**src/design/bcbsc_pkg.sv**
```systemverilog
// Package: shared types, register indexes and key byte tables for the chained byte cipher.
`timescale 1ns / 1ps

package bcbsc_pkg;

   localparam int KeyWidth    = 64;
   localparam int LengthWidth = 31;
   localparam int IndexWidth  = 7;

   // Configuration register indexes
   localparam logic [1:0] CSR_CIPHER_KEY     = 2'd0;
   localparam logic [1:0] CSR_CIPHER_TYPE    = 2'd1;
   localparam logic [1:0] CSR_ENCRYPT_MODE   = 2'd2;
   localparam logic [1:0] CSR_MESSAGE_LENGTH = 2'd3;

   // Block sizes in bytes
   localparam logic [7:0] BLOCK_SIZE_SHORT = 8'h40;
   localparam logic [7:0] BLOCK_SIZE_LONG  = 8'h80;

   typedef logic [5:0] shift_type;

   // Bit offsets of the key byte, by byte position (type 0)
   localparam shift_type SHIFT_BY_POS [8] = '{
      6'h00, 6'h28, 6'h18, 6'h08, 6'h20, 6'h38, 6'h10, 6'h30
   };

   // Bit offsets of the key byte, by running key low bits (type 1)
   localparam shift_type SHIFT_BY_KEY [8] = '{
      6'h38, 6'h20, 6'h30, 6'h10, 6'h28, 6'h00, 6'h08, 6'h18
   };

   typedef struct packed {
      logic [KeyWidth-1:0]    cipher_key;
      logic                   cipher_type;
      logic                   encrypt_mode;
      logic [LengthWidth-1:0] message_length;
   } cfg_type;

endpackage

```
**src/design/bcbsc_csr.sv**
```systemverilog
// Configuration register file for the chained byte cipher.
`timescale 1ns / 1ps

module bcbsc_csr (
   input  logic                   clock,
   input  logic                   reset,
   input  logic                   csr_write_en,
   input  logic [1:0]             csr_index,
   input  logic [63:0]            csr_write_data,
   output bcbsc_pkg::cfg_type     cfg
);
   import bcbsc_pkg::*;

   cfg_type cfg_ff;

   always_ff @(posedge clock) begin
      if (reset) begin
         cfg_ff <= '0;
      end else if (csr_write_en) begin
         unique case (csr_index)
            CSR_CIPHER_KEY:     cfg_ff.cipher_key     <= csr_write_data;
            CSR_CIPHER_TYPE:    cfg_ff.cipher_type    <= csr_write_data[0];
            CSR_ENCRYPT_MODE:   cfg_ff.encrypt_mode   <= csr_write_data[0];
            CSR_MESSAGE_LENGTH: cfg_ff.message_length <= csr_write_data[LengthWidth-1:0];
            default:            cfg_ff <= cfg_ff;
         endcase
      end
   end

   assign cfg = cfg_ff;

endmodule

```
**src/design/bcbsc_core.sv**
```systemverilog
// Cipher state and per-byte step: key chaining, key byte select, XOR and bit gathering.
`timescale 1ns / 1ps

module bcbsc_core (
   input  logic                clock,
   input  logic                reset,
   input  bcbsc_pkg::cfg_type  cfg,
   input  logic                step_en,
   input  logic [7:0]          data_byte,
   input  logic                last_byte,
   output logic [7:0]          out_byte
);
   import bcbsc_pkg::*;

   logic [KeyWidth-1:0]   key_ff, key_in;
   logic [KeyWidth-1:0]   gath_ff, gath_in;
   logic [2:0]            pos_ff, pos_in;
   logic [IndexWidth-1:0] idx_ff, idx_in;
   logic [2:0]            blk_ff, blk_in;
   logic                  head_ff, head_in;
   logic                  start_ff;
   logic                  type_ff, type_in;
   logic                  enc_ff, enc_in;
   logic [IndexWidth-1:0] head_len_ff, head_len_in;

   logic [KeyWidth-1:0]   key0, key1, gath0, gath1, gath_bit;
   logic [2:0]            pos0, blk0;
   logic [IndexWidth-1:0] idx0;
   logic                  head0, blk_start;
   shift_type             sh;
   logic [7:0]            result, gsrc, gmask;
   logic [7:0]            idx_inc, blk_size;

   always_comb begin
      // message start takes fresh configuration and clean state
      type_in     = start_ff ? cfg.cipher_type  : type_ff;
      enc_in      = start_ff ? cfg.encrypt_mode : enc_ff;
      head_len_in = start_ff
                  ? (cfg.cipher_type ? cfg.message_length[6:0]
                                     : {1'b0, cfg.message_length[5:0]})
                  : head_len_ff;
      key0  = start_ff ? cfg.cipher_key : key_ff;
      gath0 = start_ff ? '0 : gath_ff;
      pos0  = start_ff ? '0 : pos_ff;
      idx0  = start_ff ? '0 : idx_ff;
      blk0  = start_ff ? '0 : blk_ff;
      head0 = start_ff ? (head_len_in != '0) : head_ff;

      // chain gathered bits into the key at each block start
      blk_start = !head0 && (idx0 == '0);
      key1   = blk_start ? (key0 ^ gath0) : key0;
      gath1  = blk_start ? '0 : gath0;
      blk_in = blk_start ? 3'(blk0 + 3'd1) : blk0;

      sh     = type_in ? SHIFT_BY_KEY[key1[2:0]] : SHIFT_BY_POS[pos0];
      result = key1[sh +: 8] ^ data_byte;

      gsrc     = enc_in ? result : data_byte;
      gmask    = head0 ? 8'h01 : (8'h01 << blk_in);
      gath_bit = {56'b0, gsrc & gmask} << idx0[5:0];
      gath_in  = gath1 | gath_bit;
      key_in   = key1;
      pos_in   = 3'(pos0 + 3'd1);

      idx_inc  = {1'b0, idx0} + 8'd1;
      blk_size = type_in ? BLOCK_SIZE_LONG : BLOCK_SIZE_SHORT;
      head_in  = head0;
      idx_in   = idx_inc[IndexWidth-1:0];
      if (head0) begin
         if (idx_inc >= {1'b0, head_len_in}) begin
            head_in = 1'b0;
            idx_in  = '0;
         end
      end else if (idx_inc >= blk_size) begin
         idx_in = '0;
      end
   end

   always_ff @(posedge clock) begin
      if (reset) begin
         start_ff    <= 1'b1;
         key_ff      <= '0;
         gath_ff     <= '0;
         pos_ff      <= '0;
         idx_ff      <= '0;
         blk_ff      <= '0;
         head_ff     <= 1'b0;
         type_ff     <= 1'b0;
         enc_ff      <= 1'b0;
         head_len_ff <= '0;
      end else if (step_en) begin
         start_ff    <= last_byte;
         key_ff      <= key_in;
         gath_ff     <= gath_in;
         pos_ff      <= pos_in;
         idx_ff      <= idx_in;
         blk_ff      <= blk_in;
         head_ff     <= head_in;
         type_ff     <= type_in;
         enc_ff      <= enc_in;
         head_len_ff <= head_len_in;
      end
   end

   assign out_byte = result;

endmodule

```
**src/design/block_chained_byte_stream_cipher.sv**
```systemverilog
// Top level of the chained byte stream cipher: request/response pipeline around the core.
//
// Usage:
//   Request channel (req_valid/req_ready) carries one message byte and a last
//   marker; the response channel (rsp_valid/rsp_ready) returns the enciphered
//   or deciphered byte with the marker copied. One response per request, in order.
//   Configuration is written through csr_write_en/csr_index/csr_write_data while
//   idle; key, type, mode and length are sampled at the first byte of a message.
//   A taken request enters the request register; the core step then writes its
//   result into the response register, from which the response is offered.
//   Throughput: one byte per cycle unless the response stalls; the key and gather
//   update is a combinational step between the request and response registers.
//   Reset (synchronous, active high) empties both registers, clears the
//   configuration and arms message start.
//   When the receiver stalls, the response holds; the request register still
//   takes one more byte, then req_ready drops until the response is taken.
`timescale 1ns / 1ps

module block_chained_byte_stream_cipher (
   input  logic        clock,
   input  logic        reset,
   input  logic        req_valid,
   output logic        req_ready,
   input  logic [7:0]  req_data_byte,
   input  logic        req_last_byte,
   output logic        rsp_valid,
   input  logic        rsp_ready,
   output logic [7:0]  rsp_out_byte,
   output logic        rsp_out_last,
   input  logic        csr_write_en,
   input  logic [1:0]  csr_index,
   input  logic [63:0] csr_write_data
);
   import bcbsc_pkg::*;

   cfg_type    cfg;
   logic       s1_valid_ff, s1_last_ff;
   logic [7:0] s1_data_ff;
   logic       rsp_valid_ff, rsp_last_ff;
   logic [7:0] rsp_byte_ff;
   logic       advance;
   logic [7:0] core_byte;

   assign advance   = s1_valid_ff && (!rsp_valid_ff || rsp_ready);
   assign req_ready = !s1_valid_ff || advance;

   bcbsc_csr u_csr (
      .clock          (clock),
      .reset          (reset),
      .csr_write_en   (csr_write_en),
      .csr_index      (csr_index),
      .csr_write_data (csr_write_data),
      .cfg            (cfg)
   );

   bcbsc_core u_core (
      .clock     (clock),
      .reset     (reset),
      .cfg       (cfg),
      .step_en   (advance),
      .data_byte (s1_data_ff),
      .last_byte (s1_last_ff),
      .out_byte  (core_byte)
   );

   always_ff @(posedge clock) begin
      if (reset) begin
         s1_valid_ff  <= 1'b0;
         rsp_valid_ff <= 1'b0;
      end else begin
         if (req_valid && req_ready) begin
            s1_valid_ff <= 1'b1;
         end else if (advance) begin
            s1_valid_ff <= 1'b0;
         end
         if (advance) begin
            rsp_valid_ff <= 1'b1;
         end else if (rsp_ready) begin
            rsp_valid_ff <= 1'b0;
         end
      end
   end

   always_ff @(posedge clock) begin
      if (req_valid && req_ready) begin
         s1_data_ff <= req_data_byte;
         s1_last_ff <= req_last_byte;
      end
      if (advance) begin
         rsp_byte_ff <= core_byte;
         rsp_last_ff <= s1_last_ff;
      end
   end

   assign rsp_valid    = rsp_valid_ff;
   assign rsp_out_byte = rsp_byte_ff;
   assign rsp_out_last = rsp_last_ff;

endmodule

```
**config.mk**
```make
export PLATFORM = sky130hd
export DESIGN_NAME = block_chained_byte_stream_cipher
export DESIGN_NICKNAME = d
export VERILOG_FILES = /design/src/design/bcbsc_pkg.sv /design/src/design/bcbsc_csr.sv /design/src/design/bcbsc_core.sv /design/src/design/block_chained_byte_stream_cipher.sv
export SDC_FILE = /design/constraint.sdc
export NUM_CORES = 1
export LEC_CHECK = 0
export BUFFER_PORTS_ARGS = -buffer_cell sky130_fd_sc_hd__buf_2
export CAP_MARGIN = 25
export CORE_UTILIZATION = 61
export DETAILED_ROUTE_END_ITERATION = 16
export PLACE_DENSITY = 0.8
export SLEW_MARGIN = 30
export SYNTH_ARGS = -nofsm -noshare
export SYNTH_HDL_FRONTEND = slang
export SYNTH_SLANG_ARGS = --single-unit
export TNS_END_PERCENT = 50
```
**constraint.sdc**
```tcl
create_clock -name clock -period 7.37 [get_ports clock]
set_input_delay 1.1055 -clock clock [delete_from_list [all_inputs] [get_ports clock]]
set_output_delay 1.1055 -clock clock [all_outputs]
set_load 0.005 [all_outputs]
```
# == Word level (Yosys, flattened, before mapping) ==
# Memories as Yosys holds them, arrays and structs flattened.
# Cells that the tools add are included.
# word_totals
regBits,245
latch_bits,0
ramBits,0
romBits,96
mem_count,2
# op_classes
n_addsub,3
n_mul,0
div,0
magnitude_cmp,4
n_eq_ne,3
shift,3
mux,30
bitwise_logic,6
n_reduce_logical,17
# memory_table
memory,words,word_bits,read_ports,rd_clocked_by_memory_dff,write_ports,line,source
(name not given),8,6,1,0,0,bcbsc_core.sv:55,sh = type_in ? SHIFT_BY_KEY[key1[2:0]] : SHIFT_BY_POS[pos0];
(name not given),8,6,1,0,0,bcbsc_core.sv:55,
# ops
operator,count
$mux W64,4
$or A64 B64 Y64,1
$shiftx A64 B7 Y8,1
$shl A8 B6 Y64,1
$xor A64 B64 Y64,1
$mux W7,6
$mux W6,5
$mux W8,3
$mux W1,9
$mux W3,3
$add A7 B1 Y8 const B,1
$and A8 B8 Y8,1
$ge A4 B4 Y1 const B,2
$ge A8 B7 Y1,1
$ge A8 B8 Y1,1
$not A3 Y4,2
$reduce_and A2 Y1,4
$shl A1 B3 Y8 const A,1
$xor A8 B8 Y8,1
$logic_not A7 Y1,1
$reduce_bool A7 Y1,1
$add A3 B1 Y3 const B,2
$eq A2 B2 Y1 const B,2
$reduce_bool A2 Y1,2
5 further kinds,10

# == Logic depth before layout (Yosys ltp) ==
# logic_depth
ltp_word,18
mapped_depth,25
depth_no_buf,18

# == Cells and area by module ==
# A second synthesis with hierarchy kept.
# unflattened
hier_cells,1751
hier_area_um2,15200.8
# by_module_without_submodules
module,instances,cells_each,area_per_inst_um2,seq_area_each_um2
bcbsc_core,1,1336,10387.5,3042.9
bcbsc_csr,1,387,4169.0,1941.9
block_chained_byte_stream_cipher,1,28,644.4,580.6

# == Worst setup path after synthesis ==
# No wires, ideal clock.
# synth_timing
kind,register to register
from,register u_core.start_ff
to,register u_core.gath_ff[29]
setup_time_ns,0.117
t_arrival_ns,5.877
required_ns,7.253
setup_slack_ns,1.376
stages_incl_launch_ff,25
n_path_buf,8
period_less_slack_ns,5.994
cell_sequence,dfxtp_1 > buf_2 > inv_1 > buf_1 > clkbuf_1 > clkbuf_1 > buf_1 > nand2_1 > buf_1 > ha_1 > o211ai_2 > a221oi_1 > and2_1 > buf_4 > mux2i_1 > clkbuf_1 > mux2i_1 > o32ai_1 > a211oi_1 > mux2i_1 > o31a_1 > a2bb2oi_1 > mux2_2 > mux2_2 > a22o_1
# synth_between
elab_chain_len,17
# synth_rtl
item,line,source
"start, declared",bcbsc_core.sv:21,logic start_ff;
"start signal, assigned",bcbsc_core.sv:92,start_ff <= last_byte;
$mux W7,bcbsc_core.sv:39,? (cfg.cipher_type ? cfg.message_length[6:0]
$reduce_bool A7 Y1,bcbsc_core.sv:47,head0 = start_ff ? (head_len_in != '0) : head_ff;
$mux W1,bcbsc_core.sv:47,
$logic_not A1 Y1,bcbsc_core.sv:50,blk_start = !head0 && (idx0 == '0);
$logic_and A1 B1 Y1,bcbsc_core.sv:50,
$mux W64,bcbsc_core.sv:51,key1 = blk_start ? (key0 ^ gath0) : key0;
$not A3 Y4 (implied by the code),bcbsc_core.sv:55,
$mem_v2 Z8 W6,n/a,
$mux W6 (implied by the code) (2 in a row),bcbsc_core.sv:55,
$mux W6,bcbsc_core.sv:55,
$shiftx A64 B7 Y8,bcbsc_core.sv:56,result = key1[sh +: 8] ^ data_byte;
$xor A8 B8 Y8,bcbsc_core.sv:56,
$mux W8,bcbsc_core.sv:58,gsrc = enc_in ? result : data_byte;
$and A8 B8 Y8,bcbsc_core.sv:60,"gath_bit = {56'b0, gsrc & gmask} << idx0[5:0];"
$shl A8 B6 Y64,bcbsc_core.sv:60,
$or A64 B64 Y64 *,bcbsc_core.sv:61,gath_in = gath1 | gath_bit;
"end signal, assigned",bcbsc_core.sv:94,gath_ff <= gath_in;
"end, declared",bcbsc_core.sv:16,"logic [KeyWidth-1:0] gath_ff, gath_in;"
# Every way passes the cells marked *; elsewhere a longest branch is shown, timed or not. The select of a mux whose other input is x is not followed.
# A chain may end at the register's enable or synchronous reset.

# == Worst setup path after layout ==
# layout_timing
from,register u_core.start_ff
to,register u_core.gath_ff[26]
# The elaborated chain is that of the path after synthesis.

==> flow_metrics.py <==
metrics = {
    "synth": {
        "post_synth_inst_count": 1651,
        "synth_area_mm2": 0.0130,
        "synth.yosys.seq_area_share": 0.390,
        "yosysWarningCount": 0,
        "async_flop_share": 0,
        "register_bit_total_from_synthesis": 245,
        "mean_instance_size_in_the_synthesized_netlist_um2": 7.90,
        "synth_fp_nets": 1746,
        "post_synth_num_cell_types": 92,
        "post_synth_edffs": 18,
        "synth_ff_type": "sky130_fd_sc_hd__dfxtp_1",
    },
    "global_route": {
        "first_global_vias": 11487,
        "grt_overflow": 0,
        "grt_max_degree": 113,
        "grt_usage": 0.406,
        "antenna_found_initial": 0,
        "wire_length_of_the_first_global_routing_pass_um": 68100,
    },
    "power_and_ir_drop": {
        "max-vdd-ir-drop_v": 0.000257,
        "p_switching_mw": 0.849,
        "share_clk_of_total_power": 0.446,
        "total_power_consumption_mw": 3.23,
        "power_density_mw_per_mm2": 221,
        "static-leakage-power_nw": 5.27,
        "combPwrFrac": 0.118,
        "power_switching_share": 0.263,
        "p_seq_frac": 0.437,
        "cellInternalPower_mw": 2.38,
    },
    "finish": {
        "layout.cells.most_common_list": "sky130_fd_sc_hd__nand2_1 (328), sky130_fd_sc_hd__dfxtp_1 (226), sky130_fd_sc_hd__nor2_1 (165)",
        "syn_to_final_growth_pct": 12.0,
        "drive_above_1_share": 0.121,
        "design.final.nets": 1773,
        "diodes": 0,
        "mostFrequentLayoutCell": "sky130_fd_sc_hd__nand2_1",
        "share_of_the_core_filled_with_cells": 0.697,
    },
    "status": {
        "run_status": "finished, final reports clean",
    },
    "timing": {
        "worst_hold_slack_ns": 0.449,
        "timing.final.crit_period_ns": 6.28,
        "grt_setup_unrepaired": "false",
        "worst_clock_skew_ns": 0.0180,
        "clock.fmax_mhz": 159,
        "timing_hold_violations_final": 0,
        "post-route-worst-setup-slack_ns": 1.09,
        "final_report_setup_violation_count": 0,
        "min_period_over_period": 0.853,
        "slew_violations": 0,
        "worstMarginPinSlew_ns": 1.10,
        "setup_tns_ns": 0,
        "slew-limit-headroom": 0.259,
    },
    "clocking": {
        "clk-insertion-delay-late_ns": 0.55,
        "cts_buffers": 26,
        "ctsRootBufferMaster": "sky130_fd_sc_hd__clkbuf_16",
        "resized_gates_after_cts": 0,
        "worst_setup_hold_path_clk_slew_ns": 0.06,
        "cts_tree": "yes",
        "post_cts_setup_buffers": 0,
        "cts_sinks": 245,
        "cts_max_path_buffers": 3,
        "cts_hold_buf": 0,
        "cts_max_level": 1,
    },
    "die": {
        "die_w_um": 148,
        "die_h_um": 148,
        "boundaryPins": 91,
        "coreArea_mm2": 0.0210,
        "fp.dieArea_mm2": 0.0220,
        "core.rowCount": 53,
        "start_util": 0.622,
    },
    "drt": {
        "first_iter_violations": 1487,
        "wl_per_cell_um": 22.8,
        "drc_errors": 0,
        "detail-route-antenna-nets": 0,
        "vias_per_cell": 6.51,
        "wirelength_routed_um": 44900,
        "drtPass1Iterations": 6,
        "route.vias.total": 12824,
    },
    "worst_setup_path": {
        "crit_slowest_cell": "sky130_fd_sc_hd__dfxtp_4",
        "cp.required_ns": 7.86,
        "worstPathArrival_ns": 6.77,
        "worst_setup_path_start_kind": "register",
        "critical_path.max_stage_delay_ns": 0.68,
        "worst_setup_path_end_kind": "register",
        "timing.critical_path.cells": "inv_2 -> nand2_1 -> ha_1 -> o211ai_2 -> a221oi_1 -> and2_1 -> mux2i_1 -> o21ai_2 -> a221oi_1 -> or4_4 -> or3_1 -> and2_4 -> o41ai_4 -> mux2i_1 -> o32ai_1 -> a22o_1",
        "worstPathMaxFanout": 41,
        "timing.setup.critical_path_class": "register to register",
        "number_of_buffers_and_inverters_on_the_critical_path": 1,
        "cpLargestDelayFamily": "compound AO/OA/AOI/OAI gates",
    },
    "run": {
        "timing.max_cap.violations": 0,
    },
    "hold_path": {
        "timing.hold.worst.class": "register to register",
    },
    "placement": {
        "hpwlAfterDp_um": 32000,
        "place_worst_setup_slack_ns": 1.30,
        "gp_congestion": 0.987,
        "io_buffer_count": 90,
    },
}
-- final timing paths --
check	from	depth (start not counted)	to	slack (ns)
max reg2reg	u_core.start_ff$_SDFFE_PP1P_	16	u_core.gath_ff[26]$_SDFFE_PP0P_	1.09
min reg2reg	u_csr.cfg[67]$_SDFFE_PP0P_	2	u_csr.cfg[67]$_SDFFE_PP0P_	0.45
max	u_core.start_ff$_SDFFE_PP1P_	16	u_core.gath_ff[26]$_SDFFE_PP0P_	1.09
min	u_csr.cfg[67]$_SDFFE_PP0P_	2	u_csr.cfg[67]$_SDFFE_PP0P_	0.45
-- worst min-delay path, delay by kind of cell (launching register included) --
kind             cells  cell delay [ns]
AO/OA/AOI/OAI        1             0.05
flip-flops           1             0.30
AND/OR/NAND/NOR      1             0.05
-- through the flow --
stage	cells	instance area, um2
after floorplan	1651	13000
after global placement	1924	13600
after detailed placement	1925	13600
after CTS	1971	14600
after global routing	1971	14600
final	1971	14600
-- final cells by class --
class / instances / area, um2
clock buffers: 36 / 791
fillers: 1711 / 6360
clock inverters: 10 / 154
multi-input cells: 1263 / 7430
inverters: 26 / 97.6
well taps: 275 / 344
flip-flops and latches: 245 / 5090
repair buffers: 116 / 688
-- cells by family after synthesis --
| kind of cell | after synthesis | synth area share |
|---|---|---|
| flip-flops | 245 | 0.390 |
| AO/OA/AOI/OAI | 445 | 0.234 |
| buffers and inverters | 143 | 0.0429 |
| adder cells (fa/ha/maj) | 15 | 0.0144 |
| multiplexers | 53 | 0.0426 |
| AND/OR/NAND/NOR | 681 | 0.230 |
| XOR/XNOR | 69 | 0.0464 |
-- metal layers --
layer  vias up  track usage  wire length (um)
met2       729        0.628             20000
met4         0        0.195              2400
li1       5930            -                 -
met5         -            0                 0
met1      6031        0.551             18300
met3       134       0.0647              4210
-- registers in the layout, indices dropped and copies added (netlist names) --
signal and count:
u_core.key_ff 64, u_core.type_ff 1, u_core.enc_ff 1, u_core.pos_ff 3
rsp_out_byte 8, s1_last_ff 1, u_core.head_ff 1, u_core.idx_ff 7
u_core.start_ff 1, u_core.head_len_ff 7, rsp_out_last 1, u_core.gath_ff 64
u_csr.cfg 73, u_core.blk_ff 3, s1_valid_ff 1, s1_data_ff 8
rsp_valid 1
-- cell usage after synthesis, drive strengths merged, types with 4 or more instances --
| cell | n | share of area |
|---|---|---|
| nor2b | 10 | 0.0048 |
| o31ai | 13 | 0.0085 |
| xnor2 | 30 | 0.020 |
| nor3 | 42 | 0.017 |
| a211oi | 19 | 0.012 |
| a21o | 5 | 0.0029 |
| nand2b | 14 | 0.0067 |
| a221o | 6 | 0.0046 |
| nand2 | 328 | 0.094 |
| o31a | 6 | 0.0040 |
| mux2 | 7 | 0.0060 |
| and4 | 4 | 0.0027 |
| nor3b | 4 | 0.0023 |
| o211ai | 12 | 0.0073 |
| a211o | 5 | 0.0034 |
| dfxtp | 227 | 0.35 |
| or4 | 5 | 0.0035 |
| a31oi | 20 | 0.011 |
| a221oi | 25 | 0.017 |
| a32oi | 5 | 0.0034 |
| a22oi | 22 | 0.013 |
| and2 | 14 | 0.0069 |
| nor2 | 167 | 0.049 |
| xor2 | 39 | 0.026 |
| buf | 36 | 0.012 |
| a21oi | 147 | 0.057 |
| inv | 26 | 0.0075 |
| ha | 15 | 0.014 |
| a2bb2oi | 6 | 0.0045 |
| o2111ai | 4 | 0.0027 |
| or3 | 11 | 0.0053 |
| edfxtp | 18 | 0.041 |
| nand3 | 54 | 0.021 |
| clkbuf | 81 | 0.023 |
| o211a | 9 | 0.0069 |
| mux2i | 46 | 0.037 |
| o311ai | 4 | 0.0027 |
| nor4 | 14 | 0.0083 |
| o21ai | 71 | 0.028 |
| a22o | 31 | 0.021 |
-- power by group through the flow --
| stage | Sequential [mW] | Combinational (mW) | Clock (mW) |
|---|---|---|---|
| floorplan | 1.42 | 0.252 | 0 |
| global placement | 1.44 | 0.362 | 0 |
| detailed placement | 1.44 | 0.368 | 0 |
| CTS | 1.41 | 0.371 | 1.44 |
| global route | 1.41 | 0.406 | 1.49 |
| finish | 1.41 | 0.381 | 1.44 |
Power figures use the tool's default switching activity.
